File: src/sv/psched_pkg.sv
`default_nettype none
package psched_pkg;

	localparam int NUM_SLOTS = 8;
	localparam int SLOT_W    = (NUM_SLOTS > 1) ? $clog2(NUM_SLOTS) : 1;
	localparam int CNT_W     = 64;
	localparam int PER_W     = 16;
	localparam int MASK_W    = 8;
	localparam int RSLOT_W   = 3;
	localparam int BITS_W    = $clog2(CNT_W + 1);

	localparam logic MODE_TICK = 1'b0;
	localparam logic MODE_REG  = 1'b1;

	typedef enum logic [2:0] {
		ST_IDLE,
		ST_LOAD,
		ST_DIV,
		ST_NEXT,
		ST_DONE
	} state_t;

	// first free slot
	typedef struct packed {
		logic              found;
		logic [SLOT_W-1:0] idx;
	} free_t;

	// remainder unit status
	typedef struct packed {
		logic done;
		logic zero;
	} rem_t;

endpackage
`default_nettype wire

File: src/sv/psched_rem.sv
`default_nettype none
module psched_rem
	import psched_pkg::*;
(
	input  wire logic             clk,
	input  wire logic             arst_n,
	input  wire logic             load,
	input  wire logic [CNT_W-1:0] dividend,
	input  wire logic [PER_W-1:0] divisor,
	output rem_t                  stat
);

	logic [CNT_W-1:0]  sh_q;
	logic [PER_W-1:0]  rem_q;
	logic [BITS_W-1:0] cnt_q;
	logic              run_q;
	logic              done_q;
	logic [PER_W:0]    trial;
	logic [PER_W:0]    diff;
	logic              ge;

	// restoring division, one dividend bit per cycle, MSB first
	always_comb begin
		trial = {rem_q, sh_q[CNT_W-1]};
		diff  = trial - {1'b0, divisor};
		ge    = trial >= {1'b0, divisor};
	end

	always_ff @(posedge clk or negedge arst_n) begin
		if (!arst_n) begin
			run_q  <= 1'b0;
			done_q <= 1'b0;
			cnt_q  <= '0;
		end else begin
			done_q <= 1'b0;
			if (load) begin
				run_q <= 1'b1;
				cnt_q <= BITS_W'(CNT_W);
			end else if (run_q) begin
				cnt_q <= cnt_q - 1'b1;
				if (cnt_q == BITS_W'(1)) begin
					run_q  <= 1'b0;
					done_q <= 1'b1;
				end
			end
		end
	end

	always_ff @(posedge clk) begin
		if (load) begin
			sh_q  <= dividend;
			rem_q <= '0;
		end else if (run_q) begin
			sh_q  <= {sh_q[CNT_W-2:0], 1'b0};
			rem_q <= ge ? diff[PER_W-1:0] : trial[PER_W-1:0];
		end
	end

	assign stat.done = done_q;
	assign stat.zero = (rem_q == '0);

endmodule
`default_nettype wire

File: src/sv/psched_table.sv
`default_nettype none
module psched_table
	import psched_pkg::*;
(
	input  wire logic              clk,
	input  wire logic              arst_n,
	input  wire logic              wr_en,
	input  wire logic [PER_W-1:0]  wr_period,
	input  wire logic              wr_svc,
	input  wire logic [SLOT_W-1:0] rd_idx,
	output logic      [PER_W-1:0]  rd_period,
	output logic                   rd_svc,
	output free_t                  free
);

	logic [PER_W-1:0] period_q [NUM_SLOTS];
	logic [NUM_SLOTS-1:0] svc_q;

	// lowest free slot wins
	always_comb begin
		free = '0;
		for (int i = NUM_SLOTS - 1; i >= 0; i--) begin
			if (period_q[i] == '0) begin
				free.found = 1'b1;
				free.idx   = SLOT_W'(i);
			end
		end
	end

	always_ff @(posedge clk or negedge arst_n) begin
		if (!arst_n) begin
			for (int i = 0; i < NUM_SLOTS; i++) begin
				period_q[i] <= '0;
			end
			svc_q <= '0;
		end else if (wr_en && free.found) begin
			period_q[free.idx] <= wr_period;
			svc_q[free.idx]    <= wr_svc;
		end
	end

	assign rd_period = period_q[rd_idx];
	assign rd_svc    = svc_q[rd_idx];

endmodule
`default_nettype wire

File: src/sv/periodic_service_scheduler_core.sv
// Register word: done strobes in the cycle after start is taken.
// Tick word: done strobes after start once every slot has been checked in turn;
// each slot takes a load state, a bit-serial remainder of the 64-bit tick count by its period, then a next state.
// One word at a time: busy stays high through the done cycle, so a new word is taken
// only after the scheduler is back in idle; the receiver cannot stall.
// Asynchronous reset (arst_n low) clears the tick counter and frees every slot.
`default_nettype none
module periodic_service_scheduler_core
	import psched_pkg::*;
(
	input  wire logic               clk,
	input  wire logic               arst_n,
	input  wire logic               start,
	output logic                    busy,
	input  wire logic               mode,
	input  wire logic [PER_W-1:0]   period,
	input  wire logic               has_service,
	input  wire logic               has_init,
	output logic                    done,
	output logic [MASK_W-1:0]       due_mask,
	output logic                    reg_ok,
	output logic [RSLOT_W-1:0]      reg_slot,
	output logic                    init_request
);

	state_t             state_q;
	state_t             state_d;
	logic [SLOT_W-1:0]  slot_q;
	logic [CNT_W-1:0]   count_q;
	logic [MASK_W-1:0]  mask_q;
	logic               ok_q;
	logic [RSLOT_W-1:0] rslot_q;
	logic               req_q;

	logic               accept;
	logic               rem_load;
	logic               tbl_wr;
	logic               last_slot;
	logic               hit;
	logic [PER_W-1:0]   rd_period;
	logic               rd_svc;
	free_t              free;
	rem_t               rem;

	psched_table u_table (
		.clk       (clk),
		.arst_n    (arst_n),
		.wr_en     (tbl_wr),
		.wr_period (period),
		.wr_svc    (has_service),
		.rd_idx    (slot_q),
		.rd_period (rd_period),
		.rd_svc    (rd_svc),
		.free      (free)
	);

	psched_rem u_rem (
		.clk      (clk),
		.arst_n   (arst_n),
		.load     (rem_load),
		.dividend (count_q),
		.divisor  (rd_period),
		.stat     (rem)
	);

	assign accept    = start && !busy;
	assign last_slot = (slot_q == SLOT_W'(NUM_SLOTS - 1));
	assign hit       = (rd_period != '0) && rd_svc && rem.zero;

	always_comb begin
		state_d = state_q;
		case (state_q)
			ST_IDLE: begin
				if (accept) begin
					state_d = (mode == MODE_REG) ? ST_DONE : ST_LOAD;
				end
			end
			ST_LOAD: state_d = ST_DIV;
			ST_DIV: begin
				if (rem.done) begin
					state_d = ST_NEXT;
				end
			end
			ST_NEXT: state_d = last_slot ? ST_DONE : ST_LOAD;
			ST_DONE: state_d = ST_IDLE;
			default: state_d = ST_IDLE;
		endcase
	end

	always_comb begin
		busy     = (state_q != ST_IDLE);
		done     = (state_q == ST_DONE);
		rem_load = (state_q == ST_LOAD);
		tbl_wr   = accept && (mode == MODE_REG);
	end

	always_ff @(posedge clk or negedge arst_n) begin
		if (!arst_n) begin
			state_q <= ST_IDLE;
			count_q <= '0;
			slot_q  <= '0;
		end else begin
			state_q <= state_d;
			if (accept) begin
				slot_q <= '0;
				if (mode == MODE_TICK) begin
					count_q <= count_q + 1'b1;
				end
			end else if (state_q == ST_NEXT) begin
				slot_q <= slot_q + 1'b1;
			end
		end
	end

	// result word
	always_ff @(posedge clk) begin
		if (accept) begin
			mask_q <= '0;
			if (mode == MODE_REG && free.found) begin
				ok_q    <= 1'b1;
				rslot_q <= RSLOT_W'(free.idx);
				req_q   <= has_init;
			end else begin
				ok_q    <= 1'b0;
				rslot_q <= '0;
				req_q   <= 1'b0;
			end
		end else if (state_q == ST_NEXT && hit) begin
			for (int i = 0; i < MASK_W; i++) begin
				if (i < NUM_SLOTS && slot_q == SLOT_W'(i)) begin
					mask_q[i] <= 1'b1;
				end
			end
		end
	end

	assign due_mask     = mask_q;
	assign reg_ok       = ok_q;
	assign reg_slot     = rslot_q;
	assign init_request = req_q;

endmodule
`default_nettype wire
File: config.mk
export PLATFORM = sky130hd
export DESIGN_NAME = periodic_service_scheduler_core
export DESIGN_NICKNAME = d
export VERILOG_FILES = /design/src/sv/psched_pkg.sv /design/src/sv/psched_rem.sv /design/src/sv/psched_table.sv /design/src/sv/periodic_service_scheduler_core.sv
export SDC_FILE = /design/constraint.sdc
export NUM_CORES = 1
export LEC_CHECK = 0
export BUFFER_PORTS_ARGS = -buffer_cell sky130_fd_sc_hd__buf_2
export CORE_MARGIN = 2
export CORE_UTILIZATION = 50
export CTS_BUF_LIST = sky130_fd_sc_hd__clkbuf_16
export DETAILED_ROUTE_END_ITERATION = 10
export HOLD_SLACK_MARGIN = 0.05
export MAX_ROUTING_LAYER = met4
export PLACE_DENSITY = 0.66
export SYNTH_ARGS = -nofsm -noshare
export SYNTH_HDL_FRONTEND = slang
export SYNTH_SLANG_ARGS = --single-unit
export TNS_END_PERCENT = 10
File: constraint.sdc
create_clock -name clk -period 4.1 [get_ports clk]
set_input_delay 0.615 -clock clk [delete_from_list [all_inputs] [get_ports clk]]
set_output_delay 0.615 -clock clk [all_outputs]
set_load 0.005 [all_outputs]
==> flow_metrics.env, run 1 <==
export IMPL_synth_area_leaders="dfrtp_1 (37%), edfxtp_1 (14%), a21o_1 (6.7%)"
export IMPL_post_cts_resize_count=0
export IMPL_period_minus_slack_ps=3710
export IMPL_p_comb_share_pct=39.0
export IMPL_power_share_switching_pct=36.3
export IMPL_endpoint_kind="register"
export IMPL_p_seq_share_pct=39.1
export IMPL_p_per_area_mw_per_mm2=814
export IMPL_wl_mm=30.4
export IMPL_overflow=0
export IMPL_drtIter0Drc=681
export IMPL_grt_max_degree=121
export IMPL_die_h_um=174
export IMPL_die_w_um=174
export IMPL_critPathMaxStageDelay_ps=540
export IMPL_syn_avg_cell_area_um2=11.3
export IMPL_seq_area_frac_synth_pct=55.2
export IMPL_grt_usage_pct=21.4
export IMPL_drive_gt1_share_pct=13.0
export IMPL_hold_buffers=0
export IMPL_start_util_pct=50.5
export IMPL_area_growth_pct=11.6
export IMPL_die_area_mm2=0.0301
export IMPL_portBuffers=36
export IMPL_clockRootBuffer="clkbuf_16"
export IMPL_fillers=2434
export IMPL_clkPwrFrac_pct=21.9
export IMPL_antenna_found_initial=1
export IMPL_rows=62
export IMPL_wl_per_cell_um=17.8
export IMPL_path_common_cell="mux2i_1"
export IMPL_tightest_slew_ps=918
export IMPL_arrival_ps=4130
export IMPL_skew_ps=13.8
export IMPL_worstPathCellList="buf_12 > mux4_2 > mux2i_1 > ha_1 > nand4_1 > nor3_1 > a311o_1 > a211o_1 > a21o_1 > mux2i_1 > a211oi_1"
export IMPL_gp_congestion=0.921
export IMPL_worstHoldPathType="in2async"
export IMPL_synth_seq_cells=308
export IMPL_startpoint_type="register"
export IMPL_finalHoldViolations=0
export IMPL_final_max_slew_viol_count=0
export IMPL_postRouteAntennaNets=0
export IMPL_cp_depth=11
export IMPL_crit_slowest_cell="dfrtp_2"
export IMPL_dp_worst_setup_slack_ps=381
export IMPL_synth_main_ff_cell="dfrtp_1"
export IMPL_p_int_mw=8.32
export IMPL_synth_top_area_share_pct=37.4
export IMPL_p_leak_nw=8.26
export IMPL_syn_area_mm2=0.0144
export IMPL_async_reset_ff_share_pct=69.8
export IMPL_cts_setup_buffers=0
export IMPL_yosysWarnings=0
export IMPL_grt_pass1_vias=9697
export IMPL_relSlewSlack_pct=38.8
export IMPL_outcome="completed"
export IMPL_grt_pass1_wl_mm=51.0
export IMPL_rsz0062_at_grt="false"
export IMPL_setup_tns_ps=0
export IMPL_post_route_drc_count=0
export IMPL_final_common_cell="nand2_1"
export IMPL_vias=9698
export IMPL_power_switching_mw=4.74
export IMPL_reg2reg_depth=11
export IMPL_clock_sinks=308
export IMPL_peakVddDrop_v=0.000464
export IMPL_vias_per_cell=5.66
export IMPL_numCtsBuffers=34
export IMPL_ctsHtreeMaxLevel=2
export IMPL_cp_num_buf_inv=1
export IMPL_worstSetupPathType="reg2reg"
export IMPL_multi_input_area_mm2=0.00606
export IMPL_synth_net_count=1321
export IMPL_cts_buffer_depth=3
export IMPL_crit_fanout=18
export IMPL_yosys_area_top_type="dfrtp_1"
export IMPL_utilization_pct=56.3
export IMPL_max_freq_ghz=0.269
export IMPL_cap_violations=0
export IMPL_mostFrequentLayoutCells="nand2_1 (238), dfrtp_1 (214), a21o_1 (129)"
export IMPL_setup_viol=0
export IMPL_coreArea_mm2=0.0285
export IMPL_dr_pass1_iters=5
export IMPL_place_hpwl_mm=21.4
export IMPL_ios=37
export IMPL_fin_crit_sh_pct=90.6
export IMPL_seqCellArea_mm2=0.00793
export IMPL_clk_latency_ps=510
export IMPL_fin_ws_ps=387
export IMPL_ys_types=68
export IMPL_cts_tree="yes"
export IMPL_nNetsFinal=1350
export IMPL_required_ps=4520
export IMPL_clkTransAtPathRegs_ps=60
export IMPL_synth_enable_flop_cells=69
export IMPL_critical_path_top_delay_family="compound AO/OA/AOI/OAI gates"
export IMPL_synthCells=1273
cells in the mapped netlist, types with 3 or more instances:
cell and number:
edfxtp_1 69, a31oi_1 5, and3_1 22, nand2b_1 3
mux2_2 11, mux2i_1 30, buf_1 19, buf_4 3
and4_1 8, nor4_1 44, inv_1 23, nor2_1 57
dfxtp_1 24, a31o_2 3, nor3_1 21, xor2_1 29
xnor2_1 51, mux4_2 34, buf_2 16, nand3_1 29
a21o_1 129, nor2b_1 3, and2_1 9, ha_1 25
clkbuf_1 29, a211oi_1 6, a21oi_1 28, nand4_1 23
o31ai_1 5, nand2_1 238, o21ai_0 13, dfrtp_1 215
metal layers:
layer	up-vias	track usage, %	share of wire, %
li1	4614	-	-
met1	4841	28.6	46
met2	179	34.0	48
met3	64	3.16	3.7
met4	0	6.85	2.9
met5	-	-	0
flip-flops by register name, summed over array words and instances, names as in the netlist:
name and cells:
u_table.period_q 128, count_q 64, u_rem.sh_q 64, u_rem.rem_q 16, due_mask 8, u_table.svc_q 8, u_rem.cnt_q 7, reg_slot 3
slot_q 3, state_q 3, init_request 1, reg_ok 1, u_rem.done_q 1, u_rem.run_q 1
logic make-up (layout without fill, tap and decap cells):
family / count (synthesis) / after routing / synth area share (%)
mux: 75 / 75 / 8.28
xor+xnor: 80 / 80 / 4.87
fa+ha+maj: 26 / 26 / 2.32
flops: 308 / 308 / 55.2
compound gates: 212 / 212 / 10.5
buf+inv: 92 / 147 / 2.67
other cells: 0 / 1 / 0
simple gates: 480 / 480 / 16.2
worst register-to-register path: cells and delay by family, from the launching register on:
family,cells,cell delay [ps]
simple gates,2,190
mux,3,1020
flops,1,540
compound gates,4,1270
fa+ha+maj,1,380
buf+inv,1,230
worst paths after layout:
kind | start | endpoint | slack [ps]
hold / removal | arst_n | u_table.svc_q[7] | 160
hold reg to reg | due_mask[1] | due_mask[1] | 460
setup / recovery | slot_q[0] | u_rem.rem_q[6] | 390
min in group clk | has_init | init_request | 390
setup reg to reg | slot_q[0] | u_rem.rem_q[6] | 390
max in group asynchronous | arst_n | u_table.period_q[15] | 2930
metrics by stage:
step | power [mW] | hold WS, ps | instances | cell area [um^2]
floorplan | 8.87 | 319 | 1273 | 14400
global placement | 10.1 | 451 | 1650 | 15000
detailed placement | 10.2 | 454 | 1650 | 15000
CTS | 13.1 | 245 | 1712 | 16000
global route | 14.0 | 259 | 1713 | 16000
finish | 13.1 | 164 | 1713 | 16000
area by class of cell:
cell class / instances / area share [%]
timing repair buffer: 61 / 2.59
inverter: 24 / 0.562
sequential: 308 / 49.5
antenna: 1 / 0.0156
tap: 384 / 3.00
multi-input combinational: 873 / 37.8
clock inverter: 25 / 0.788
clock buffer: 37 / 5.77
power by group through the flow:
stage                     Combinational [mW]  Clock, mW  Sequential, mW
final                                   5.10       2.86            5.10
after global routing                    5.69       3.04            5.22
after CTS                               5.13       2.91            5.09
after detailed placement                5.11          0            5.13
after global placement                  5.00          0            5.12
after floorplan                         4.02          0            4.85
(Power assumes the default switching activity.)
==> run 2: changes to the inputs <==
Settings changed: CORE_UTILIZATION 50 to 38, PLACE_DENSITY 0.66 to unset.
==> run 2 against run 1 <==
Effect of this change:
- wire length increased by 4.0%
- largest power group is now combinational cells
- clock skew increased by 4.4 ps
- core utilization decreased by 13 points
==> flow_metrics.env, run 2 (synthesized netlist as in run 1, its figures left out) <==
export IMPL_overflow=0
export IMPL_dr_pass1_iters=5
export IMPL_critPathMaxStageDelay_ps=600
export IMPL_cp_num_buf_inv=2
export IMPL_highest_layer="met4"
export IMPL_die_area_mm2=0.0394
export IMPL_ios=37
export IMPL_vias_per_cell=5.26
export IMPL_grt_pass1_vias=9640
export IMPL_met3_length_um=935
export IMPL_grt_max_degree=99
export IMPL_die_w_um=199
export IMPL_relSlewSlack_pct=45.8
export IMPL_worstSetupPathType="reg2reg"
export IMPL_postRouteAntennaNets=0
export IMPL_clk_latency_ps=560
export IMPL_vias=9633
export IMPL_portBuffers=36
export IMPL_critical_path_top_delay_family="compound AO/OA/AOI/OAI gates"
export IMPL_mostFrequentLayoutCells="nand2_1 (238), dfrtp_1 (214), a21o_1 (129)"
export IMPL_drtIter0Drc=582
export IMPL_rsz0062_at_grt="false"
export IMPL_hold_buffers=0
export IMPL_clkTransAtPathRegs_ps=60
export IMPL_peakVddDrop_v=0.000423
export IMPL_path_common_cell="mux2i_1"
export IMPL_crit_fanout=29
export IMPL_reg_top3="u_table.period_q: 128 flops, count_q: 64 flops, u_rem.sh_q: 64 flops"
export IMPL_arrival_ps=4240
export IMPL_p_per_area_mw_per_mm2=810
export IMPL_gp_congestion=0.879
export IMPL_wl_mm=31.7
export IMPL_clock_sinks=308
export IMPL_outcome="completed"
export IMPL_setup_tns_ps=0
export IMPL_rows=71
export IMPL_cap_violations=0
export IMPL_post_route_drc_count=0
export IMPL_worstPathCellList="buf_12 > buf_4 > mux4_2 > mux2i_1 > ha_1 > nand3_1 > a21oi_1 > o31a_1 > o21a_1 > mux2i_1 > a2111oi_0 > o31ai_1"
export IMPL_place_hpwl_mm=21.9
export IMPL_largest_reg_flops=128
export IMPL_final_max_slew_viol_count=0
export IMPL_setup_viol=0
export IMPL_tightest_slew_ps=813
export IMPL_drive_gt1_share_pct=13.0
export IMPL_fin_crit_sh_pct=93.5
export IMPL_area_growth_pct=12.2
export IMPL_cts_tree="yes"
export IMPL_nNetsFinal=1344
export IMPL_max_freq_ghz=0.261
export IMPL_antenna_found_initial=0
export IMPL_coreArea_mm2=0.0375
export IMPL_largest_register="u_table.period_q"
export IMPL_fin_total_pwr_mw=13.1
export IMPL_skew_ps=18.2
export IMPL_endpoint_kind="register"
export IMPL_start_util_pct=38.3
export IMPL_grt_pass1_wl_mm=52.6
export IMPL_die_h_um=199
export IMPL_fin_hold_ws_ps=43.6
export IMPL_cts_buffer_depth=3
export IMPL_worstHoldPathType="in2async"
export IMPL_p_leak_nw=8.22
export IMPL_finalHoldViolations=0
export IMPL_met1Wirelength_mm=15.2
export IMPL_ctsHtreeMaxLevel=1
export IMPL_n_antenna_cell=0
export IMPL_wl_per_cell_um=17.3
export IMPL_final_common_cell="nand2_1"
export IMPL_required_ps=4510
export IMPL_startpoint_type="register"
export IMPL_crit_slowest_cell="a2111oi_0"
export IMPL_route_met2_wl_mm=15.0
export IMPL_clockRootBuffer="clkbuf_16"
export IMPL_r2r_slack_ps=270
export IMPL_grt_usage_pct=16.9
export IMPL_period_minus_slack_ps=3830
export IMPL_numCtsBuffers=31
==> run 2: final timing paths <==
check,from,to,cells after the start
worst max-delay path,slot_q[0],u_rem.rem_q[13],12
min in group clk,has_init,init_request,2
worst min register to register,due_mask[0],due_mask[0],2
max in group asynchronous,arst_n,u_table.period_q[4],2
worst max register to register,slot_q[0],u_rem.rem_q[13],12
worst min-delay path,arst_n,u_table.period_q[19],1
==> run 2: area by class of cell <==
type	count	area, um^2
clock inverter	24	186
timing repair buffer	58	405
clock buffer	32	801
inverter	24	90.1
multi-input combinational	873	6070
sequential	308	7930
fill	3615	21400
tap	511	639
==> run 2: repair_timing <==
| action | in CTS | in global routing |
|---|---|---|
| resized for setup | 0 | 2 |
| setup endpoints to repair | 0 | 2 |
| buffers inserted | 0 | 0 |
==> run 2: where the power goes <==
part / total [mW] / switching (mW) / internal (mW)
Combinational: 5.15 / 2.82 / 2.33
Clock: 2.78 / 1.18 / 1.59
Sequential: 5.13 / 0.812 / 4.32
Total: 13.1 / 4.82 / 8.24
==> run 2: metrics by stage <==
step | worst slack (ps) | utilization, % | cell area (um^2) | instances
after global routing | 10.3 | 43.0 | 16100 | 1830
after floorplan | 534 | - | 14400 | 1273
after detailed placement | 268 | 40.4 | 15100 | 1774
after CTS | 248 | 43.0 | 16100 | 1830
final | 268 | 43.0 | 16100 | 1830
after global placement | 332 | 40.4 | 15100 | 1774
==> run 2: metal layers <==
layer	global-route usage, %	vias up
li1	-	4608
met2	27.3	135
met3	1.88	42
met4	3.62	0
met1	23.3	4848
met5	-	-
